--- src/hdl/tpms_pkg.sv ---
// Shared constants and types for the timer prescale and match solver.
package tpms_pkg;

  localparam int unsigned MATCH_MAX    = 65536;
  localparam int unsigned PRESCALE_MAX = 256;

  localparam int unsigned PERIOD_W = 32;
  localparam int unsigned MATCH_W  = $clog2(MATCH_MAX + 1);
  localparam int unsigned PRE_W    = $clog2(PRESCALE_MAX + 1);
  localparam int unsigned SHIFT_W  = $clog2(PRE_W + 1);
  localparam int unsigned SH_W     = MATCH_W + PRE_W;

  // Result of one compare-and-subtract pass of the shared unit.
  typedef struct packed {
    logic                ge;
    logic [PERIOD_W-1:0] diff;
  } sub_res_t;

endpackage

--- src/hdl/tpms_sub.sv ---
// Shared compare-and-subtract unit: remainder minus shifted divisor.
module tpms_sub (
  input  logic [tpms_pkg::PERIOD_W-1:0] rem,
  input  logic [tpms_pkg::MATCH_W-1:0]  divisor,
  input  logic [tpms_pkg::SHIFT_W-1:0]  shift,
  output tpms_pkg::sub_res_t            res
);

  logic [tpms_pkg::SH_W-1:0]     shifted;
  logic [tpms_pkg::PERIOD_W:0]   diff_full;

  assign shifted   = tpms_pkg::SH_W'(divisor) << shift;
  assign diff_full = {1'b0, rem} - (tpms_pkg::PERIOD_W + 1)'(shifted);
  assign res.ge    = ~diff_full[tpms_pkg::PERIOD_W];
  assign res.diff  = diff_full[tpms_pkg::PERIOD_W-1:0];

endmodule

--- src/hdl/timer_prescale_match_solver.sv ---
// Top level: sequencer that scans match values through the shared divide unit.
//
//   channel | signals                                       | direction
//   input   | in_valid, in_ready, period_counts             | into the block
//   output  | out_valid, out_ready, prescale, match_value   | out of the block
//
// A period of at most 65536 skips the scan: the idle state goes straight to the
// finish state, which loads the result. A longer period scans match values
// downward; each candidate takes one range check, 9 restoring divide steps and
// one evaluation in the shared subtract unit, and the scan may also stop on a
// failed range check; it tries at most 65536 candidates.
// One item is in flight at a time; in_ready rises as the result is loaded, and a
// result held by out_ready low stalls the sequencer; rst is synchronous.
module timer_prescale_match_solver (
  input  logic                          clk,
  input  logic                          rst,
  input  logic                          in_valid,
  output logic                          in_ready,
  input  logic [tpms_pkg::PERIOD_W-1:0] period_counts,
  output logic                          out_valid,
  input  logic                          out_ready,
  output logic [tpms_pkg::PRE_W-1:0]    prescale,
  output logic [tpms_pkg::MATCH_W-1:0]  match_value
);

  typedef enum logic [2:0] {
    S_IDLE,
    S_CHECK,
    S_STEP,
    S_EVAL,
    S_FINISH
  } state_t;

  state_t                        state;
  logic [tpms_pkg::PERIOD_W-1:0] count;
  logic [tpms_pkg::PERIOD_W-1:0] rem;
  logic [tpms_pkg::PERIOD_W-1:0] min_rem;
  logic [tpms_pkg::MATCH_W-1:0]  m;
  logic [tpms_pkg::MATCH_W-1:0]  best_match;
  logic [tpms_pkg::PRE_W-1:0]    q;
  logic [tpms_pkg::PRE_W-1:0]    best_pre;
  logic [tpms_pkg::SHIFT_W-1:0]  bitidx;

  logic [tpms_pkg::PERIOD_W-1:0] sub_rem;
  logic [tpms_pkg::SHIFT_W-1:0]  sub_shift;
  tpms_pkg::sub_res_t            sub_res;

  assign in_ready = (state == S_IDLE);

  // The range check compares the full count against the divisor shifted past
  // the quotient width; divide steps work on the running remainder.
  assign sub_rem   = (state == S_CHECK) ? count : rem;
  assign sub_shift = (state == S_CHECK) ? tpms_pkg::SHIFT_W'(tpms_pkg::PRE_W) : bitidx;

  tpms_sub u_sub (
    .rem     (sub_rem),
    .divisor (m),
    .shift   (sub_shift),
    .res     (sub_res)
  );

  always_ff @(posedge clk) begin
    if (rst) begin
      state     <= S_IDLE;
      out_valid <= 1'b0;
    end else begin
      // The finish state reloads the output itself when the old item is taken.
      if (out_valid && out_ready && (state != S_FINISH)) begin
        out_valid <= 1'b0;
      end
      case (state)
        S_IDLE: begin
          if (in_valid) begin
            count      <= period_counts;
            min_rem    <= period_counts;
            m          <= tpms_pkg::MATCH_W'(tpms_pkg::MATCH_MAX);
            best_pre   <= tpms_pkg::PRE_W'(1);
            if (period_counts <= tpms_pkg::PERIOD_W'(tpms_pkg::MATCH_MAX)) begin
              best_match <= period_counts[tpms_pkg::MATCH_W-1:0];
              state      <= S_FINISH;
            end else begin
              best_match <= tpms_pkg::MATCH_W'(tpms_pkg::MATCH_MAX);
              state      <= S_CHECK;
            end
          end
        end
        S_CHECK: begin
          // A quotient beyond the register width is too large; smaller match
          // values only make it larger, so the scan ends here.
          if (sub_res.ge) begin
            state <= S_FINISH;
          end else begin
            rem    <= count;
            q      <= '0;
            bitidx <= tpms_pkg::SHIFT_W'(tpms_pkg::PRE_W - 1);
            state  <= S_STEP;
          end
        end
        S_STEP: begin
          if (sub_res.ge) begin
            rem       <= sub_res.diff;
            q[bitidx] <= 1'b1;
          end
          if (bitidx == '0) begin
            state <= S_EVAL;
          end else begin
            bitidx <= bitidx - tpms_pkg::SHIFT_W'(1);
          end
        end
        S_EVAL: begin
          if (q > tpms_pkg::PRE_W'(tpms_pkg::PRESCALE_MAX)) begin
            state <= S_FINISH;
          end else if (rem == '0) begin
            best_pre   <= q;
            best_match <= m;
            state      <= S_FINISH;
          end else begin
            if (rem < min_rem) begin
              min_rem    <= rem;
              best_pre   <= q;
              best_match <= m;
            end
            if (m == tpms_pkg::MATCH_W'(1)) begin
              state <= S_FINISH;
            end else begin
              m     <= m - tpms_pkg::MATCH_W'(1);
              state <= S_CHECK;
            end
          end
        end
        S_FINISH: begin
          if (!out_valid || out_ready) begin
            out_valid   <= 1'b1;
            prescale    <= best_pre;
            match_value <= best_match;
            state       <= S_IDLE;
          end
        end
        default: begin
          state <= S_IDLE;
        end
      endcase
    end
  end

`ifndef ASSERT_OFF
  a_rem_below_divisor: assert property (@(posedge clk) disable iff (rst)
    (state == S_EVAL) |-> (rem < tpms_pkg::PERIOD_W'(m)))
    else $error("remainder not below divisor after divide steps");

  a_match_nonzero: assert property (@(posedge clk) disable iff (rst)
    (state == S_CHECK) |-> (m != '0))
    else $error("scan reached a zero match value");

  a_prescale_range: assert property (@(posedge clk) disable iff (rst)
    out_valid |-> (prescale != '0) &&
                  (prescale <= tpms_pkg::PRE_W'(tpms_pkg::PRESCALE_MAX)))
    else $error("prescale out of range");

  a_accept_busy: assert property (@(posedge clk) disable iff (rst)
    (in_valid && in_ready) |=> (state != S_IDLE))
    else $error("accepted item did not start the sequencer");
`endif

endmodule
--- config.mk ---
export PLATFORM = sky130hd
export DESIGN_NAME = timer_prescale_match_solver
export DESIGN_NICKNAME = d
export VERILOG_FILES = /design/src/hdl/tpms_pkg.sv /design/src/hdl/tpms_sub.sv /design/src/hdl/timer_prescale_match_solver.sv
export SDC_FILE = /design/constraint.sdc
export NUM_CORES = 1
export LEC_CHECK = 0
export BUFFER_PORTS_ARGS = -buffer_cell sky130_fd_sc_hd__buf_2
export CORE_ASPECT_RATIO = 1.1
export CORE_MARGIN = 2
export CORE_UTILIZATION = 35
export CTS_CLUSTER_DIAMETER = 200
export DETAILED_ROUTE_END_ITERATION = 6
export GPL_TIMING_DRIVEN = 0
export PLACE_DENSITY = 0.59
export SYNTH_ARGS = -nofsm -noshare
export SYNTH_HDL_FRONTEND = slang
export SYNTH_SLANG_ARGS = --single-unit
--- constraint.sdc ---
create_clock -name clk -period 6.4 [get_ports clk]
set_input_delay 1.6 -clock clk [delete_from_list [all_inputs] [get_ports clk]]
set_output_delay 1.6 -clock clk [all_outputs]
set_load 0.02 [all_outputs]
---- Word level (Yosys, flattened, before mapping) ----
Index checks and enable logic that the tools add are counted.
W data, S select, Z words.
storage, ports and cells
  register bits ........................... 182
  input port bits ......................... 36
  output and inout bits ................... 28
  word-level logic and storage cells ...... 104
operators by class
  $add $sub $neg .......................... 3
  order comparisons ....................... 5
  equal/unequal tests ..................... 17
  shift operators ......................... 1
  mux-type cells .......................... 46
  bitwise logic cells ..................... 2
  reduce and logical (&&, ||, !) cells .... 18
operator list
  operator                 number
  $mux W32                 7
  $mux W17                 9
  $pmux W32 S2             2
  $pmux W17 S2             2
  $mux W9                  6
  $pmux W9 S2              2
  $sub A32 B26 Y33         1
  $le A32 B17 Y1 const B   1
  $logic_not A32 Y1        1
  $lt A32 B32 Y1           1
  $shl A17 B4 Y26          1
  $mux W3                  8
  $ne A2 B2 Y1 const B     9
  $eq A17 B1 Y1 const B    1
  $sub A17 B1 Y17 const B  1
  $pmux W3 S5              1
  $mux W4                  3
  $reduce_and A6 Y1        2
  $gt A9 B9 Y1 const B     1
  $or A9 B9 Y9             1
  $reduce_and A3 Y1        3
  $pmux W4 S2              1
  $reduce_and A4 Y1        2
  $eq A3 B2 Y1 const B     2
  other kinds (17)         24

---- Longest topological paths before layout ----
Gate-level depths: netlist of the first run.
  word-level depth ........................ 7
  mapped depth ............................ 22
  gate-level depth less buffers ........... 20

---- Cells and area by module ----
From an unflattened synthesis of the first run, not the netlist that was laid out.
second synthesis, totals
  cell total of the unflattened synthesis .. 1094
  area total of the unflattened synthesis .. 10959.3 µm²
by module, submodules not included
  module                       instances  cells each  area an instance (µm²)  sequential area each (µm²)
  timer_prescale_match_solver  1          752         8587.0                  5425.2
  tpms_sub                     1          342         2372.3                  0.0

---- Worst setup path before layout of the first run ----
No wires, ideal clock.
  kind .................................... flip-flop to flip-flop
  from .................................... reg state[2]
  to ...................................... reg q[0] (netlist bit) (enable)
  arrival ................................. 5.741 ns
  data required time ...................... 5.947 ns
  slack ................................... 0.206 ns
  stages on the path, launching flop included .. 22
  period minus slack after synthesis ...... 6.194 ns
  cells stage by stage .................... dfxtp_1 nor2_1 and2_1 buf_2 nor2_2 buf_2 mux2i_1 mux2i_1 nand2_1 nand2_1 mux2i_1 ha_1 clkbuf_1 and3_1 nand4_1 o32ai_1 a211oi_2 a311oi_1 a31oi_4 nand4_1 nand2_1 a21oi_1
on the way
  longest elaborated chain between the ends .. 6
  elaborated cells on any way between the ends .. 10
  classes of those cells .................. add/sub (1); eq/ne (4); shift (1); mux (2); reduce/logical (2)
RTL lines
  item                                                                  RTL line                                                                                                 text
  start, declared                                                       timer_prescale_match_solver.sv:34                                                                        state_t state;
  start signal, assigned                                                timer_prescale_match_solver.sv:64                                                                        state <= S_IDLE;
  start signal, assigned                                                timer_prescale_match_solver.sv:80                                                                        state <= S_FINISH;
  start signal, assigned                                                timer_prescale_match_solver.sv:83                                                                        state <= S_CHECK;
  $eq A3 B1 Y1                                                          timer_prescale_match_solver.sv:52, timer_prescale_match_solver.sv:53, timer_prescale_match_solver.sv:71
  $mux W4                                                               timer_prescale_match_solver.sv:53                                                                        assign sub_shift = (state == S_CHECK) ? tpms_pkg::SHIFT_W'(tpms_pkg::PRE_W) : bitidx;
  $shl A17 B4 Y26                                                       tpms_sub.sv:12                                                                                           assign shifted = tpms_pkg::SH_W'(divisor) << shift;
  $sub A32 B26 Y33                                                      tpms_sub.sv:13                                                                                           assign diff_full = {1'b0, rem} - (tpms_pkg::PERIOD_W + 1)'(shifted);
  $ne A2 B2 Y1 (no source line) / $ne A2 B1 Y1 (equally long branches)  -
  $reduce_and A4 Y1 (no source line) *                                  -
  end signal, assigned                                                  timer_prescale_match_solver.sv:94                                                                        q <= '0;
  end signal, assigned by index                                         timer_prescale_match_solver.sv:102                                                                       q[bitidx] <= 1'b1;
  end, declared                                                         timer_prescale_match_solver.sv:40                                                                        logic [tpms_pkg::PRE_W-1:0] q;
Mark *: on every way between the ends. The rest lies on a longest branch, timed or not.
A chain may end at the register's enable or synchronous reset.

---- Final worst setup path of the first run ----
  from .................................... reg state[2]
  to ...................................... reg rem[12] (netlist bit) (enable)
on the way
  longest elaborated chain between the ends .. 6
  elaborated cells on any way between the ends .. 10
  classes of those cells .................. add/sub (1); eq/ne (4); shift (1); mux (2); reduce/logical (2)
RTL lines
  item                                                                  RTL line                                                                                                 text
  $eq A3 B1 Y1                                                          timer_prescale_match_solver.sv:52, timer_prescale_match_solver.sv:53, timer_prescale_match_solver.sv:71
  $mux W4                                                               timer_prescale_match_solver.sv:53
  $shl A17 B4 Y26                                                       tpms_sub.sv:12
  $sub A32 B26 Y33                                                      tpms_sub.sv:13
  $ne A2 B2 Y1 (no source line) / $ne A2 B1 Y1 (equally long branches)  -
  $reduce_and A4 Y1 (no source line) *                                  -
  end signal, assigned                                                  timer_prescale_match_solver.sv:93                                                                        rem <= count;
  end signal, assigned                                                  timer_prescale_match_solver.sv:101                                                                       rem <= sub_res.diff;
  end, declared                                                         timer_prescale_match_solver.sv:36                                                                        logic [tpms_pkg::PERIOD_W-1:0] rem;
Marks and branches as above.

==> results of run 1 <==
-- worst min-delay path by stage --
stage | startpoint | endpoint | slack, ns | cells after the start
6_report | best_match[16] | match_value[16] | 0.42 | 0
5_1_grt | best_pre[6] | prescale[6] | 0.43 | 0
4_1_cts | best_match[1] | match_value[1] | 0.42 | 0
3_5_place_dp | best_match[16] | match_value[16] | 0.41 | 0
3_3_place_gp | best_match[2] | match_value[2] | 0.40 | 0
2_1_floorplan | best_match[0] | match_value[0] | 0.40 | 0
-- power breakdown --
part | switching [µW] | total, µW | internal [µW]
Combinational | 319 | 510 | 191
Clock | 521 | 1070 | 553
Sequential | 22.8 | 1380 | 1360
Total | 862 | 2960 | 2100
-- state kept, by name, indices dropped and copies added, names as in the netlist --
name,flops
count,32
state,3
m,17
min_rem,32
rem,32
best_match,17
bitidx,4
out_valid,1
match_value,17
best_pre,9
q,9
prescale,9
-- final cells by class --
type / instances / share of cell area, %
well taps: 374 / 3.84
clock buffers: 17 / 3.49
plain buffers: 46 / 1.51
multi-input cells: 821 / 40.3
clock inverters: 15 / 1.39
repair buffers: 70 / 3.50
inverters: 44 / 1.36
flip-flops and latches: 182 / 44.6
-- cells in the final DEF (no fill, tap or decap), types with 35 or more instances in the layout --
cell and count:
nand2_1 286, edfxtp_1 178, nor2_1 70, o21ai_0 67, buf_2 66, ha_1 63, a21oi_1 61, inv_1 43
clkbuf_1 39, mux2i_1 35
-- stage by stage --
stage          area (µm²)  setup WS, ns  power, µW
2_1_floorplan       10600         0.206       1760
3_3_place_gp        11400         -1.90       1890
3_5_place_dp        11600         0.579       1910
4_1_cts             12200         0.568       2980
5_1_grt             12200         0.117       3070
6_report            12200         0.554       2960
-- cell families after synthesis --
| logic type | Yosys count |
|---|---|
| xor gates and xnor gates | 41 |
| buffers and inverters | 90 |
| AOI/OAI and AO/OA | 206 |
| DFF | 182 |
| adders and majority gates | 64 |
| and+or+nand+nor | 474 |
| muxes | 36 |
-- layer usage --
| layer | track usage, % | part of all wire [%] | vias to the layer above |
|---|---|---|---|
| met4 | 7.82 | 2.6 | 0 |
| met2 | 32.0 | 48 | 220 |
| met3 | 2.60 | 4.2 | 40 |
| met5 | 0 | 0 | - |
| li1 | - | - | 4081 |
| met1 | 26.1 | 45 | 4111 |
-- worst max-delay path: cells and delay by family, from the launching register on --
family,cells,cell delay [ns]
compound gates,6,2.00
fa+ha+maj,1,0.28
buf+inv,3,0.81
flops,1,0.46
mux,2,0.46
simple gates,9,1.49
==> flow_metrics.py, run 1 <==
metrics = {
    "outcome": {
        "outcome": "finished, final reports clean",
    },
    "yosys": {
        "synthAdderAreaFrac_pct": 7.60,
        "syn_nets": 1193,
        "synth_most_common_cell": "nand2_1",
        "synth_compound_area_share_pct": 11.8,
        "synth_ff_type": "edfxtp_1",
        "synth.area.top_cells": "edfxtp_1, nand2_1, ha_1, mux2i_1, o21ai_0",
        "synth_top_family_by_area": "simple AND/OR/NAND/NOR gates",
        "synth.ff_latch_count": 182,
        "synth_xor_area_share_pct": 3.37,
        "synth_top_area_share_pct": 50.2,
        "synth_cells": 1093,
        "syn_area_per_cell_um2": 9.73,
        "synth_largest_area_cell": "edfxtp_1",
        "yosys.area_share.simple_pct": 19.5,
        "netlist_area_mm2": 0.0106,
        "yosys_warnings": 0,
        "synth.distinct_cells": 63,
        "synth_edf_count": 178,
        "synthArstFlopShare_pct": 0,
        "muxShareOfSynthArea_pct": 3.40,
        "ys_seq_area_share_pct": 51.0,
        "synth_common_cells": "nand2_1, edfxtp_1, nor2_1",
    },
    "layout": {
        "final-instance-count-excl-fill": 1569,
        "post-route-util_pct": 40.9,
        "multiInputGateArea_mm2": 0.00491,
        "n_fill_cell": 2929,
        "seqCellArea_mm2": 0.00543,
        "synthToLayoutAreaGrowth_pct": 14.4,
        "drive_gt1_share_pct": 10.4,
        "diodes": 0,
        "fin_nets": 1282,
    },
    "grt": {
        "grt_pass1_vias": 8168,
        "grt_pass1_wl_um": 46800,
        "antenna_found_initial": 0,
        "grt_overflow": 0,
        "grt_max_degree": 34,
        "grt_usage_pct": 19.5,
    },
    "route": {
        "ant_nets": 0,
        "wl_um": 30500,
        "vias": 8452,
        "drcViolationCount": 0,
        "routedWlPerCell_um": 19.4,
        "drt_iter0_markers": 735,
        "first_pass_iters": 6,
        "via_per_inst": 5.39,
    },
    "critical_path": {
        "ff2ff_setup_slack_ns": 0.55,
        "crit_chain": "nor2_1, and2_1, buf_2, nor2_2, buf_2, mux2i_1, mux2i_1, nand2_1, nand2_1, a21oi_1, ha_1, and4_1, nand4_1, o32ai_1, a211oi_2, a311oi_1, a31oi_4, nand4_1, nand2_1, a21oi_4, buf_12",
        "reg2reg_to": "rem[12]",
        "crit_arrival_ns": 6.00,
        "cp-endpoint": "rem[12]",
        "start_kind": "flop",
        "critPathLaunch": "state[2]",
        "r2r-start": "state[2]",
        "critPathSlowestCell": "a21oi_4",
        "endpoint_kind": "flop",
        "critPathMostFrequentCell": "nand2_1",
        "required_ns": 6.55,
        "worst-r2r-cell-count": 21,
        "path_class": "flop to flop",
        "critical-path-max-stage-delay_ns": 0.58,
        "critPathMaxFanout": 27,
    },
    "sta": {
        "hold_viol_final": 0,
        "max_freq_mhz": 171,
        "report.final.slew_viol_count": 0,
        "fin_setup_tns_ns": 0,
        "rsz0062_at_grt": "no",
        "finalCriticalPeriod_ns": 5.85,
        "slew_headroom_pct": 5.83,
        "skew_ns": 0.0164,
        "hold_slack_ns": 0.421,
        "setup_viol": 0,
        "tightest_slew_ns": 1.41,
        "min_period_over_period_pct": 91.3,
    },
    "floorplan": {
        "die_x_um": 170,
        "core.rowCount": 66,
        "core_mm2": 0.0297,
        "die-area_mm2": 0.0318,
        "initial_utilization_pct": 35.8,
        "die_h_um": 187,
        "io_pins": 64,
    },
    "clocking": {
        "numCtsBuffers": 17,
        "cts_num_sinks": 182,
        "ctsResizeCount": 0,
        "post_cts_buffers": 0,
        "cts_hold_buf": 0,
        "cts-root-buf": "clkbuf_16",
        "cts_buffer_depth": 2,
        "clk_latency_ns": 0.46,
        "path_clk_slew_ns": 0.07,
        "cts_tree": "done",
        "cts_max_level": 4,
    },
    "power_and_ir_drop": {
        "ir_worst_vdd_mv": 0.179,
        "powerDensity_mw_per_mm2": 243,
        "p_leak_uw": 0.00487,
    },
    "place": {
        "place_hpwl_um": 23200,
        "io_buffers": 62,
        "place.gp.congestion": 0.942,
        "placed_cells": 1536,
    },
    "min_path": {
        "hp-class": "flop to flop",
    },
    "run": {
        "drv_cap": 0,
    },
}
Note: power is estimated with default switching activity, not from simulation.
==> inputs of run 2 (changes only) <==
Settings changed: CORE_UTILIZATION 35 to 56, PLACE_DENSITY 0.59 to 0.83.
==> run 2 against run 1 <==
Clock skew fell by 0.0051 ns. Count of clock-buffer cells in the layout up 1. Final cell count down 8.5%. Combinational power is essentially flat. Utilization up 24 points. Worst setup slack got worse by 0.28 ns. Non-clock buffer count fell by 2. Maximum frequency fell by 4.5%. Total power down 0.76%. Worst hold slack barely moved. Critical path type unchanged. Critical endpoint is now rem[14]. Largest cell class unchanged.
==> flow_metrics.py, run 2 (synthesized netlist as in run 1, its figures left out) <==
metrics = {
    "outcome": {
        "outcome": "finished, final reports clean",
    },
    "clocking": {
        "cts-root-buf": "clkbuf_16",
        "ctsResizeCount": 0,
        "numCtsBuffers": 17,
        "cts_hold_buf": 0,
        "cts_num_sinks": 182,
        "clk_latency_ns": 0.45,
        "cts_buffer_depth": 2,
        "cts_tree": "done",
        "path_clk_slew_ns": 0.07,
        "post_cts_buffers": 0,
        "cts_max_level": 4,
    },
    "floorplan": {
        "die-area_mm2": 0.0201,
        "die_h_um": 149,
        "io_pins": 64,
        "initial_utilization_pct": 57.4,
        "die_x_um": 135,
        "core_mm2": 0.0185,
        "core.rowCount": 52,
    },
    "sta": {
        "skew_ns": 0.0113,
        "max_freq_mhz": 163,
        "fin_setup_tns_ns": 0,
        "hold_viol_final": 0,
        "report.final.slew_viol_count": 0,
        "tightest_slew_ns": 1.33,
        "rsz0062_at_grt": "no",
        "hold_slack_ns": 0.422,
        "setup_viol": 0,
        "setup_ws_ns": 0.276,
        "min_period_over_period_pct": 95.7,
        "finalCriticalPeriod_ns": 6.12,
        "slew_headroom_pct": 10.5,
    },
    "place": {
        "pre_cts_ws_ns": 0.514,
        "io_buffers": 62,
        "place_area_mm2": 0.0114,
        "place_hpwl_um": 21600,
        "place.gp.congestion": 1.00,
    },
    "grt": {
        "grt_pass1_vias": 8534,
        "grt_overflow": 0,
        "grt_usage_pct": 29.4,
        "antenna_found_initial": 0,
        "grt_max_degree": 34,
        "grt_pass1_wl_um": 44900,
    },
    "layout": {
        "post-route-util_pct": 64.7,
        "diodes": 0,
        "layout_common_cells": "nand2_1, edfxtp_1, nor2_1",
        "final_common_cell": "nand2_1",
        "drive_gt1_share_pct": 10.1,
        "top_regs": "count: 32 flops, min_rem: 32 flops, rem: 32 flops",
        "fin_nets": 1280,
        "synthToLayoutAreaGrowth_pct": 12.8,
        "finalInstanceArea_mm2": 0.0120,
    },
    "critical_path": {
        "reg2reg_to": "rem[14]",
        "worst-r2r-cell-count": 19,
        "crit_chain": "clkbuf_1, nand2_1, nand2_1, clkbuf_1, a21oi_1, a21oi_1, mux2i_1, nand2b_1, ha_1, a21oi_1, o21ai_0, a311o_1, a211oi_2, a311oi_1, a31oi_4, nand3_1, a21oi_4, buf_16, buf_16",
        "ff2ff_setup_slack_ns": 0.28,
        "r2r-start": "state[0]",
        "crit_arrival_ns": 6.28,
        "start_kind": "flop",
        "required_ns": 6.56,
        "cp-endpoint": "rem[14]",
        "critPathLaunch": "state[0]",
        "critPathMostFrequentCell": "a21oi_1",
        "critPathSlowestCell": "a21oi_4",
        "critPathMaxFanout": 16,
        "critical-path-max-stage-delay_ns": 0.52,
        "endpoint_kind": "flop",
        "path_class": "flop to flop",
    },
    "min_path": {
        "hp-class": "flop to flop",
    },
    "power_and_ir_drop": {
        "clkPwrFrac_pct": 35.7,
        "internal_power_uw": 2130,
        "p_switching_uw": 814,
        "powerDensity_mw_per_mm2": 245,
        "pwr-share-seq_pct": 46.9,
        "p_leak_uw": 0.00488,
        "sw_frac_of_total_pct": 27.7,
        "ir_worst_vdd_mv": 0.204,
        "pwr-share-comb_pct": 17.4,
    },
    "route": {
        "first_pass_iters": 6,
        "ant_nets": 0,
        "wl_um": 28800,
        "drcViolationCount": 0,
        "via_per_inst": 6.18,
        "vias": 8874,
        "drt_iter0_markers": 1067,
        "routedWlPerCell_um": 20.1,
    },
    "run": {
        "drv_cap": 0,
    },
}
[run 2: worst min path at each step]
stage | start | endpoint | slack (ns) | depth (start not counted)
2_1_floorplan | best_match[0] | match_value[0] | 0.40 | 0
3_3_place_gp | best_match[14] | match_value[14] | 0.40 | 0
3_5_place_dp | best_match[12] | match_value[12] | 0.41 | 0
4_1_cts | best_match[5] | match_value[5] | 0.42 | 0
5_1_grt | best_match[5] | match_value[5] | 0.42 | 0
6_report | best_match[5] | match_value[5] | 0.42 | 0
[run 2: power by group through the flow]
stage	combinational [µW]	clock [µW]	sequential [µW]
after CTS	500	1050	1380
after global routing	561	1090	1380
after detailed placement	493	0	1400
after floorplan	354	0	1400
after global placement	468	0	1410
final	512	1050	1380
[run 2: layout make-up]
type	count	area, µm²
buffer	46	184
clock buffer	18	429
clock inverter	14	145
fill	1442	6550
inverter	44	165
multi-input combinational	821	4910
sequential	182	5430
tap	243	304
timing repair buffer	68	430
[run 2: layer usage]
layer  track usage (%)  up-vias  share of wire, %
li1                  -     4074                 -
met1              37.7     4235                40
met2              48.0      479                47
met3              5.45       86               8.8
met4              14.5        0               4.2
met5                 0        -                 0
[run 2: critical path: cells and delay by family, from the launching register on]
kind | cells | cell delay [ns]
AOI/OAI and AO/OA | 9 | 2.73
and+or+nand+nor | 4 | 1.03
DFF | 1 | 0.32
adders and majority gates | 1 | 0.37
buffers and inverters | 4 | 1.20
muxes | 1 | 0.17
[run 2: through the flow]
stage,instances,total power [µW]
3_3_place_gp,1398,1870
5_1_grt,1436,3040
4_1_cts,1436,2930
2_1_floorplan,1093,1760
6_report,1436,2940
3_5_place_dp,1404,1900
==> inputs of run 3 (changes only) <==
Settings changed: BUFFER_PORTS_ARGS -buffer_cell sky130_fd_sc_hd__buf_2 to not set, CORE_UTILIZATION 56 to 58, DONT_BUFFER_PORTS set to 1, PLACE_DENSITY 0.83 to 0.82.
==> run 3 against run 2 <==
Worst setup slack improved by 0.12 ns. Sequential share of layout area increased by 1.4 points. Flip-flop and latch count unchanged. Worst hold slack improved by 0.00065 ns. Non-clock buffer count decreased by 63. Register-to-register slack improved by 0.12 ns. Utilization increased by 0.50 points. Final cell count decreased by 4.7%. Critical path depth increased by 3. Wire length increased by 1.3%. Critical path type unchanged. Critical endpoint unchanged.
==> flow_metrics.py, run 3 (synthesized netlist as in run 1, its figures left out) <==
metrics = {
    "outcome": {
        "outcome": "finished, final reports clean",
    },
    "sta": {
        "max_freq_mhz": 167,
        "report.final.slew_viol_count": 0,
        "fin_setup_tns_ns": 0,
        "finalCriticalPeriod_ns": 6.00,
        "tightest_slew_ns": 1.42,
        "hold_viol_final": 0,
        "setup_viol": 0,
        "min_period_over_period_pct": 93.8,
        "skew_ns": 0.00973,
        "rsz0062_at_grt": "no",
        "slew_headroom_pct": 5.00,
    },
    "clocking": {
        "cts_tree": "done",
        "path_clk_slew_ns": 0.07,
        "cts_buffer_depth": 2,
        "clk_latency_ns": 0.45,
        "cts_max_level": 4,
        "cts_hold_buf": 0,
        "cts-root-buf": "clkbuf_16",
        "post_cts_buffers": 0,
        "cts_num_sinks": 182,
        "numCtsBuffers": 17,
        "ctsResizeCount": 0,
    },
    "route": {
        "first_pass_iters": 6,
        "top_layer": "met4",
        "drt_iter0_markers": 1032,
        "wl_met2_um": 14100,
        "vias": 8543,
        "ant_nets": 0,
        "drcViolationCount": 0,
        "m1WireLength_um": 11600,
        "via_per_inst": 6.24,
        "wl_um": 29200,
        "met3_wirelength_um": 2500,
        "routedWlPerCell_um": 21.4,
    },
    "min_path": {
        "worstHoldStart": "best_match[16]",
        "hp-class": "flop to flop",
    },
    "power_and_ir_drop": {
        "p_switching_uw": 834,
        "sw_frac_of_total_pct": 28.5,
        "p_leak_uw": 0.00462,
        "pwr-share-comb_pct": 16.5,
        "total_power_uw": 2920,
        "ir_worst_vdd_mv": 0.207,
        "internal_power_uw": 2090,
        "clkPwrFrac_pct": 36.1,
        "pwr-share-seq_pct": 47.3,
        "powerDensity_mw_per_mm2": 251,
    },
    "layout": {
        "drive_gt1_share_pct": 5.13,
        "multiInputGateArea_mm2": 0.00492,
        "layout_common_cells": "nand2_1, edfxtp_1, nor2_1",
        "diodes": 0,
        "seqCellArea_mm2": 0.00543,
        "top_regs": "count: 32 flops, min_rem: 32 flops, rem: 32 flops",
        "finalInstanceArea_mm2": 0.0116,
        "fin_nets": 1218,
        "final_common_cell": "nand2_1",
        "final-instance-count-excl-fill": 1369,
        "synthToLayoutAreaGrowth_pct": 9.49,
        "n_fill_cell": 1400,
    },
    "critical_path": {
        "required_ns": 6.55,
        "r2r-start": "state[2]",
        "crit_arrival_ns": 6.15,
        "start_kind": "flop",
        "path_class": "flop to flop",
        "critPathMaxFanout": 21,
        "critPathLaunch": "state[2]",
        "endpoint_kind": "flop",
    },
    "floorplan": {
        "die_x_um": 133,
        "die-area_mm2": 0.0194,
        "core.rowCount": 51,
        "die_h_um": 146,
        "core_mm2": 0.0179,
        "initial_utilization_pct": 59.6,
        "io_pins": 64,
    },
    "run": {
        "drv_cap": 0,
    },
    "grt": {
        "grt_pass1_vias": 8358,
        "grt_pass1_wl_um": 45000,
        "grt_max_degree": 34,
        "grt_usage_pct": 30.2,
        "antenna_found_initial": 0,
        "grt_overflow": 0,
    },
    "place": {
        "placed_cells": 1336,
        "place.gp.congestion": 0.983,
        "io_buffers": 0,
        "place_area_mm2": 0.0111,
        "place_hpwl_um": 21800,
    },
}
-- run 3: cell count changes in the layout (fill, tap and decap cells not counted), moves of 2 or more --
cell / before / now
clkinv_1: 2 / 0
clkinv_2: 3 / 1
buf_16: 3 / 1
buf_2: 65 / 3
inv_8: 1 / 4
-- run 3: metal layers --
metal	track usage, %	up-vias
li1	-	3947
met2	50.5	460
met1	38.4	4055
met4	12.0	0
met5	0	-
met3	6.53	81
-- run 3: area by class of cell --
| type | count | share of cell area [%] |
|---|---|---|
| Clock buffer | 18 | 3.68 |
| Timing Repair Buffer | 5 | 0.655 |
| Tap cell | 238 | 2.56 |
| Inverter | 44 | 1.42 |
| Multi-Input combinational cell | 822 | 42.2 |
| Sequential cell | 182 | 46.6 |
| Buffer | 46 | 1.58 |
| Clock inverter | 14 | 1.34 |
-- run 3: final timing paths --
path	end	slack, ns	cells after the start
worst max-delay path	rem[14]	0.40	22
worst min-delay path	match_value[16]	0.42	0
worst max register to register	rem[14]	0.40	22
worst min register to register	match_value[16]	0.42	0
-- run 3: critical path: stages (launching register included) --
cell      delay [ns]
dfxtp_1         0.46
nor2_1          0.11
and2_1          0.16
buf_2           0.20
nor2_2          0.39
buf_2           0.34
mux2i_1         0.11
mux2i_1         0.34
nand2_1         0.10
nand2_1         0.17
mux2i_1         0.14
ha_1            0.31
clkbuf_1        0.26
and3_1          0.23
nand4_1         0.09
o32ai_1         0.27
a211oi_2        0.12
a311oi_1        0.53
a31oi_4         0.20
nand4_1         0.13
nand2_1         0.15
a21oi_4         0.61
buf_16          0.24
-- run 3: power groups by stage --
stage          Combinational [µW]  Clock, µW  Sequential [µW]
4_1_cts                       473       1060             1380
2_1_floorplan                 354          0             1400
3_5_place_dp                  468          0             1410
3_3_place_gp                  451          0             1410
6_report                      484       1060             1380
5_1_grt                       531       1100             1390
-- run 3: stage by stage --
| stage | hold slack (ns) | utilization, % | worst slack [ns] |
|---|---|---|---|
| after global placement | 0.401 | 61.2 | -1.85 |
| after detailed placement | 0.406 | 61.9 | 0.431 |
| after global routing | 0.427 | 65.2 | 0.0899 |
| after floorplan | 0.400 | - | 0.206 |
| final | 0.422 | 65.2 | 0.398 |
| after CTS | 0.422 | 65.2 | 0.426 |
